[config.mk]
export PLATFORM = sky130hd
export DESIGN_NAME = half_single_float_converter
export DESIGN_NICKNAME = d
export VERILOG_FILES = /design/src/rtl/core/hsfc_pkg.sv /design/src/rtl/core/half_single_float_converter.sv
export SDC_FILE = /design/constraint.sdc
export NUM_CORES = 1
export LEC_CHECK = 0
export BUFFER_PORTS_ARGS = -buffer_cell sky130_fd_sc_hd__buf_2
export CAP_MARGIN = 10
export CORE_MARGIN = 2
export CORE_UTILIZATION = 54
export CTS_BUF_LIST = sky130_fd_sc_hd__clkbuf_4 sky130_fd_sc_hd__clkbuf_8 sky130_fd_sc_hd__clkbuf_16
export CTS_CLUSTER_DIAMETER = 120
export CTS_CLUSTER_SIZE = 20
export DETAILED_ROUTE_END_ITERATION = 16
export PLACE_DENSITY = 0.77
export SLEW_MARGIN = 20
export SYNTH_ARGS = -nofsm -noshare
export SYNTH_HDL_FRONTEND = slang
export SYNTH_SLANG_ARGS = --single-unit
export TNS_END_PERCENT = 20
[constraint.sdc]
create_clock -name i_clk -period 3 [get_ports i_clk]
set_input_delay 0.45 -clock i_clk [delete_from_list [all_inputs] [get_ports i_clk]]
set_output_delay 0.45 -clock i_clk [all_outputs]
set_load 0.1 [all_outputs]
[src/rtl/core/hsfc_pkg.sv]
// types and constants for the half/single float converter
// no dependencies; imported by half_single_float_converter and tb_top
package hsfc_pkg;

    // result class decided at decode
    typedef enum logic [2:0] {
        CLS_ZERO   = 3'd0,
        CLS_INF    = 3'd1,
        CLS_NAN    = 3'd2,
        CLS_HALF   = 3'd3,
        CLS_SINGLE = 3'd4
    } t_cls;

    // direction codes carried in tuser
    localparam logic DIR_S2H = 1'b0;
    localparam logic DIR_H2S = 1'b1;

    // format constants
    localparam logic [7:0]  SGL_EXP_MAX   = 8'hFF;
    localparam logic [7:0]  SGL_EXP_OVF   = 8'd143;
    localparam logic [7:0]  SGL_EXP_UNF   = 8'd112;
    localparam logic [7:0]  SGL_DEN_BASE  = 8'd126;
    localparam logic [7:0]  SGL_SH_MAX    = 8'd24;
    localparam logic [4:0]  HALF_EXP_MAX  = 5'h1F;
    localparam logic [7:0]  REBIAS        = 8'd112;
    localparam logic [7:0]  H2S_DEN_BASE  = 8'd113;
    localparam logic [15:0] HALF_NAN      = 16'hFE00;

    // decode stage payload
    typedef struct packed {
        logic        dir;
        t_cls        cls;
        logic        sign;
        logic        den;
        logic [4:0]  sh;
        logic [4:0]  ex5;
        logic [23:0] mant;
    } t_stage1;

    // shift stage payload
    typedef struct packed {
        logic        dir;
        t_cls        cls;
        logic        sign;
        logic [7:0]  ex8;
        logic [9:0]  frac;
        logic        rnd;
    } t_stage2;

endpackage

[src/rtl/core/half_single_float_converter.sv]
// half/single float converter, three-stage pipeline with stream ports
// depends on hsfc_pkg
//
// Converts IEEE binary32 to binary16 (tuser 0) or binary16 to binary32 (tuser 1),
// one item per clock cycle while the output does not stall. An accepted input passes
// the decode, shift and round/assemble registers in order before its result is valid;
// each owns one register stage. Single to half rounds on the first dropped bit only,
// any single NaN gives 0xFE00, and half infinities and NaNs convert to +0.0. A stall on the
// output holds the pipeline in place; the input keeps accepting items while empty
// stages remain.
module half_single_float_converter (
    input  logic        i_clk,
    input  logic        i_rst_n,
    input  logic        s_axis_tvalid,
    output logic        s_axis_tready,
    input  logic [31:0] s_axis_tdata,  // [31:0] operand
    input  logic        s_axis_tuser,  // [0] direction
    output logic        m_axis_tvalid,
    input  logic        m_axis_tready,
    output logic [31:0] m_axis_tdata   // [31:0] result_word
);
    import hsfc_pkg::*;

    logic        r_v1, r_v2, r_v3;
    t_stage1     r_s1, n_s1;
    t_stage2     r_s2, n_s2;
    logic [31:0] r_tdata, n_tdata;
    logic        r_dir3;
    logic        w_rdy1, w_rdy2, w_rdy3;

    // ready chain, a stage advances when empty or when the next one advances
    assign w_rdy3        = !r_v3 || m_axis_tready;
    assign w_rdy2        = !r_v2 || w_rdy3;
    assign w_rdy1        = !r_v1 || w_rdy2;
    assign s_axis_tready = w_rdy1;
    assign m_axis_tvalid = r_v3;
    assign m_axis_tdata  = r_tdata;

    // stage 1: classify and prepare shift amount
    always_comb begin
        logic [7:0] exp;
        logic [22:0] man;
        logic [7:0] sh8;
        logic [4:0] hexp;
        logic [9:0] hman;
        logic [3:0] p;
        exp  = s_axis_tdata[30:23];
        man  = s_axis_tdata[22:0];
        hexp = s_axis_tdata[14:10];
        hman = s_axis_tdata[9:0];
        sh8  = SGL_DEN_BASE - exp;
        p    = 4'd0;
        for (int i = 0; i < 10; i++) begin
            if (hman[i]) begin
                p = 4'(i);
            end
        end
        n_s1      = '0;
        n_s1.dir  = s_axis_tuser;
        n_s1.cls  = CLS_ZERO;
        if (s_axis_tuser == DIR_S2H) begin
            n_s1.sign = s_axis_tdata[31];
            n_s1.mant = {1'b1, man};
            if (exp == 8'd0) begin
                n_s1.cls = CLS_ZERO;
            end else if (exp == SGL_EXP_MAX) begin
                n_s1.cls = (man == 23'd0) ? CLS_INF : CLS_NAN;
            end else if (exp >= SGL_EXP_OVF) begin
                n_s1.cls = CLS_INF;
            end else if (exp <= SGL_EXP_UNF) begin
                if (sh8 > SGL_SH_MAX) begin
                    n_s1.cls = CLS_ZERO;
                end else begin
                    n_s1.cls = CLS_HALF;
                    n_s1.den = 1'b1;
                    n_s1.sh  = sh8[4:0];
                end
            end else begin
                n_s1.cls = CLS_HALF;
                n_s1.ex5 = 5'(exp - REBIAS);
            end
        end else begin
            n_s1.sign = s_axis_tdata[15];
            n_s1.mant = {14'd0, hman};
            n_s1.ex5  = hexp;
            if (s_axis_tdata[14:0] == 15'd0) begin
                n_s1.cls = CLS_ZERO;
            end else if (hexp == HALF_EXP_MAX) begin
                n_s1.cls  = CLS_ZERO;
                n_s1.sign = 1'b0;
            end else if (hexp == 5'd0) begin
                n_s1.cls = CLS_SINGLE;
                n_s1.den = 1'b1;
                n_s1.sh  = 5'd10 - {1'b0, p};
            end else begin
                n_s1.cls = CLS_SINGLE;
            end
        end
    end

    // stage 2: alignment shifts and exponent rebias
    always_comb begin
        logic [24:0] rsh;
        logic [10:0] lsh;
        rsh       = {r_s1.mant, 1'b0} >> r_s1.sh;
        lsh       = {1'b0, r_s1.mant[9:0]} << r_s1.sh;
        n_s2.dir  = r_s1.dir;
        n_s2.cls  = r_s1.cls;
        n_s2.sign = r_s1.sign;
        n_s2.ex8  = {3'd0, r_s1.ex5};
        n_s2.frac = r_s1.mant[22:13];
        n_s2.rnd  = r_s1.mant[12];
        if (r_s1.dir == DIR_S2H) begin
            if (r_s1.den) begin
                n_s2.ex8  = 8'd0;
                n_s2.frac = rsh[10:1];
                n_s2.rnd  = rsh[0];
            end
        end else begin
            n_s2.rnd = 1'b0;
            if (r_s1.den) begin
                n_s2.ex8  = H2S_DEN_BASE - {3'd0, r_s1.sh};
                n_s2.frac = lsh[9:0];
            end else begin
                n_s2.ex8  = {3'd0, r_s1.ex5} + REBIAS;
                n_s2.frac = r_s1.mant[9:0];
            end
        end
    end

    // stage 3: rounding carry and result assembly
    always_comb begin
        logic [15:0] half;
        half = {r_s2.sign, r_s2.ex8[4:0], r_s2.frac} + {15'd0, r_s2.rnd};
        case (r_s2.cls)
            CLS_ZERO:   n_tdata = (r_s2.dir == DIR_H2S) ? {r_s2.sign, 31'd0}
                                                        : {16'd0, r_s2.sign, 15'd0};
            CLS_INF:    n_tdata = {16'd0, r_s2.sign, HALF_EXP_MAX, 10'd0};
            CLS_NAN:    n_tdata = {16'd0, HALF_NAN};
            CLS_HALF:   n_tdata = {16'd0, half};
            CLS_SINGLE: n_tdata = {r_s2.sign, r_s2.ex8, r_s2.frac, 13'd0};
            default:    n_tdata = 32'd0;
        endcase
    end

    // valid bits
    always_ff @(posedge i_clk) begin
        if (!i_rst_n) begin
            r_v1 <= 1'b0;
            r_v2 <= 1'b0;
            r_v3 <= 1'b0;
        end else begin
            if (w_rdy1) begin
                r_v1 <= s_axis_tvalid;
            end
            if (w_rdy2) begin
                r_v2 <= r_v1;
            end
            if (w_rdy3) begin
                r_v3 <= r_v2;
            end
        end
    end

    // payload registers
    always_ff @(posedge i_clk) begin
        if (w_rdy1 && s_axis_tvalid) begin
            r_s1 <= n_s1;
        end
        if (w_rdy2 && r_v1) begin
            r_s2 <= n_s2;
        end
        if (w_rdy3 && r_v2) begin
            r_tdata <= n_tdata;
            r_dir3  <= r_s2.dir;
        end
    end

`ifndef SYNTHESIS
    // half results never set the upper half of the word
    a_half_upper_zero: assert property (@(posedge i_clk) disable iff (!i_rst_n)
        (r_v3 && r_dir3 == DIR_S2H) |-> (r_tdata[31:16] == 16'd0))
        else $error("half result with upper bits set");

    // single results never carry an all-ones exponent
    a_single_no_special: assert property (@(posedge i_clk) disable iff (!i_rst_n)
        (r_v3 && r_dir3 == DIR_H2S) |-> (r_tdata[30:23] != SGL_EXP_MAX))
        else $error("single result with special exponent");

    // middle stage holds while the output is blocked
    a_stage2_hold: assert property (@(posedge i_clk) disable iff (!i_rst_n)
        (r_v2 && r_v3 && !m_axis_tready) |=> (r_v2 && $stable(r_s2)))
        else $error("stage 2 changed under stall");

    // input backpressure only when every stage is full
    a_ready_full: assert property (@(posedge i_clk) disable iff (!i_rst_n)
        !s_axis_tready |-> (r_v1 && r_v2 && r_v3))
        else $error("input blocked with an empty stage");
`endif

endmodule

==> impl_metrics.json <==
{
  "fin_area_mm2": 0.007127,
  "critPathKind": "reg -> reg",
  "synthArstFlopShare_pct": 0,
  "min_period_ns": 2.427,
  "powerDensity_mw_per_mm2": 501.5,
  "cp_top_family": "flip-flops",
  "initial_utilization_pct": 55.02,
  "fmax_mhz": 412.0,
  "synthesis.nets": 640,
  "synth_top_area_share_pct": 46.28,
  "cts_resized": 0,
  "skew_ns": 0.004565,
  "cts_hold_buf": 0,
  "yosysSeqAreaShare_pct": 47.25,
  "drive_gt1_share_pct": 22.90,
  "dieArea_mm2": 0.01241,
  "cp_max_fo": 23,
  "vias_per_cell": 6.354,
  "ys.flop_type": "edfxtp_1",
  "tritoncts": "yes",
  "cts_setup_buffers": 0,
  "pre_cts_ws_ns": 0.5768,
  "p_leak_nw": 2.627,
  "ant_nets": 0,
  "arrival_ns": 2.53,
  "wl_per_cell_um": 20.75,
  "hold_viol": 0,
  "dieWidth_um": 111.4,
  "ios": 71,
  "required_ns": 3.11,
  "clockBufferDepth": 2,
  "grt_pass1_vias": 5059,
  "vias": 5153,
  "worstHoldPathType": "in -> reg",
  "dp.cells": 795,
  "grt_antenna_before_repair": 0,
  "nFillCells": 905,
  "critPathMaxStageDelay_ns": 0.58,
  "finalWeightedCongestion": 0.9419,
  "synth_cells": 595,
  "worst-path-buf-inv": 2,
  "crit_chain": "buf_12 -> mux4_2 -> nor3_1 -> nor4_1 -> a2111oi_0 -> buf_4 -> a21oi_1",
  "design_power_total_mw": 3.574,
  "yosys_warnings": 0,
  "setup_viol": 0,
  "firstDrtPassIters": 5,
  "nets": 708,
  "synth_edf_count": 96,
  "finalNonFillerCells": 811,
  "grt_pass1_wl_mm": 27.04,
  "ys_ff_latch": 99,
  "syn_area_mm2": 0.006228,
  "cap_violations": 0,
  "area_growth_pct": 14.42,
  "worst_pin_slew_ns": 0.6449,
  "placed_area_mm2": 0.006835,
  "h-tree-depth": 3,
  "track_usage_pct": 27.98,
  "clk_latency_ns": 0.35,
  "syn_avg_cell_area_um2": 10.47,
  "status": "complete, no violations",
  "cts_sinks": 99,
  "synthDistinctLibCells": 69,
  "clkSlewWorstSetupHoldPaths_ns": 0.07,
  "coreArea_mm2": 0.01132,
  "port_buffers": 70,
  "numCtsBuffers": 9,
  "yosys-top-cells-area": "edfxtp_1, mux4_2, mux2i_1",
  "dp_hpwl_mm": 12.70,
  "antenna_cells": 0,
  "final.setup.worst_slack_ns": 0.5729,
  "final_util_pct": 62.95,
  "die_h_um": 111.4,
  "slew_headroom_pct": 55.90,
  "slowest_stage": "edfxtp_1",
  "overflow": 0,
  "synth_top_area_cell": "edfxtp_1",
  "critPathCaptureType": "register",
  "post-route-drc-count": 0,
  "grt_max_degree": 41,
  "maxSlewViolCount": 0,
  "drt_iter0_markers": 487,
  "wl_mm": 16.83,
  "rows": 39,
  "ctsRootBufferMaster": "clkbuf_16",
  "post-route-period-util_pct": 80.90,
  "rsz0062_at_grt": "no",
  "start_kind": "register",
  "peakVddDrop_mv": 0.3340
}
[cell usage after synthesis (4+ instances only)]
cell type  number
ha_1            8
nand2b_1        8
o311ai_0        4
a2111oi_0       5
nand2_1        53
a21oi_1        34
mux2_2         11
mux2i_1        22
and3_1          5
nor2b_1        23
xor2_1          8
a211oi_1        8
clkbuf_1       29
nor4_1          7
xnor2_1        10
nor3_1         15
buf_2           5
o2bb2ai_1       5
o21a_1          4
o22ai_1        11
nand4_1        12
o21ai_0        17
edfxtp_1       96
and2_1         17
nand3_1        15
nor2_1         42
inv_1          26
a31oi_1        10
mux4_2         14
o211ai_1        7
[where the power goes]
group,switching [mW],internal [mW],total [mW]
Clock,0.543,0.592,1.14
Combinational,0.450,0.260,0.710
Sequential,0.110,1.62,1.73
Total,1.10,2.47,3.57
[cells in the final DEF, fill, tap and decap left out, types with 22 or more instances in the layout]
cell and n:
edfxtp_1 96, buf_2 70, nand2_1 53, nor2_1 42, a21oi_1 34, inv_1 26
buf_4 26, nor2b_1 22, mux2i_1 22
[cell families after synthesis]
logic type      synth area share (%)
xor+xnor                       2.531
buf+inv                        4.499
simple gates                   17.46
mux                            10.77
compound gates                 15.89
flops                          47.25
fa+ha+maj                      1.607
[layout make-up]
class,count,area (um2),share of cell area [%]
Inverter,27,101.3,1.422
Multi-Input combinational cell,428,3027,42.47
Clock buffer,10,232.7,3.265
Sequential cell,99,2943,41.29
Clock inverter,6,58.81,0.8251
Timing Repair Buffer,98,585.6,8.216
Tap cell,143,178.9,2.511
[layer usage]
| metal | global-route usage [%] | vias to the layer above | wire (um) |
|---|---|---|---|
| met1 | 36.28 | 2413 | 6713 |
| met3 | 4.627 | 50 | 1394 |
| met2 | 46.67 | 294 | 8161 |
| li1 | - | 2396 | - |
| met5 | 0 | - | 0 |
| met4 | 12.51 | 0 | 561 |
[final timing paths]
| kind | from | endpoint | slack (ns) | cells after the start |
|---|---|---|---|---|
| worst min register to register | n_s2[19]$_DFFE_PP_ | r_s2[19]$_DFFE_PP_ | 0.43 | 0 |
| worst max-delay path | r_s1[29]$_DFFE_PP_ | r_s2[5]$_DFFE_PP_ | 0.57 | 7 |
| worst min-delay path | s_axis_tdata[0] | r_s1[0]$_DFFE_PP_ | 0.30 | 1 |
| worst max register to register | r_s1[29]$_DFFE_PP_ | r_s2[5]$_DFFE_PP_ | 0.57 | 7 |
[registers in the layout, summed over array words and instances (netlist names)]
register / count
r_v2: 1
r_v1: 1
m_axis_tdata: 32
r_s2: 24
m_axis_tvalid: 1
n_s2: 5
r_s1: 35
[through the flow]
stage / hold slack, ns / TNS, ns
floorplan: 0.4003 / -5.617
global placement: 0.4145 / 0
detailed placement: 0.4188 / 0
CTS: 0.2854 / 0
global route: 0.2915 / 0
finish: 0.2959 / 0
(Power assumes the default switching activity.)
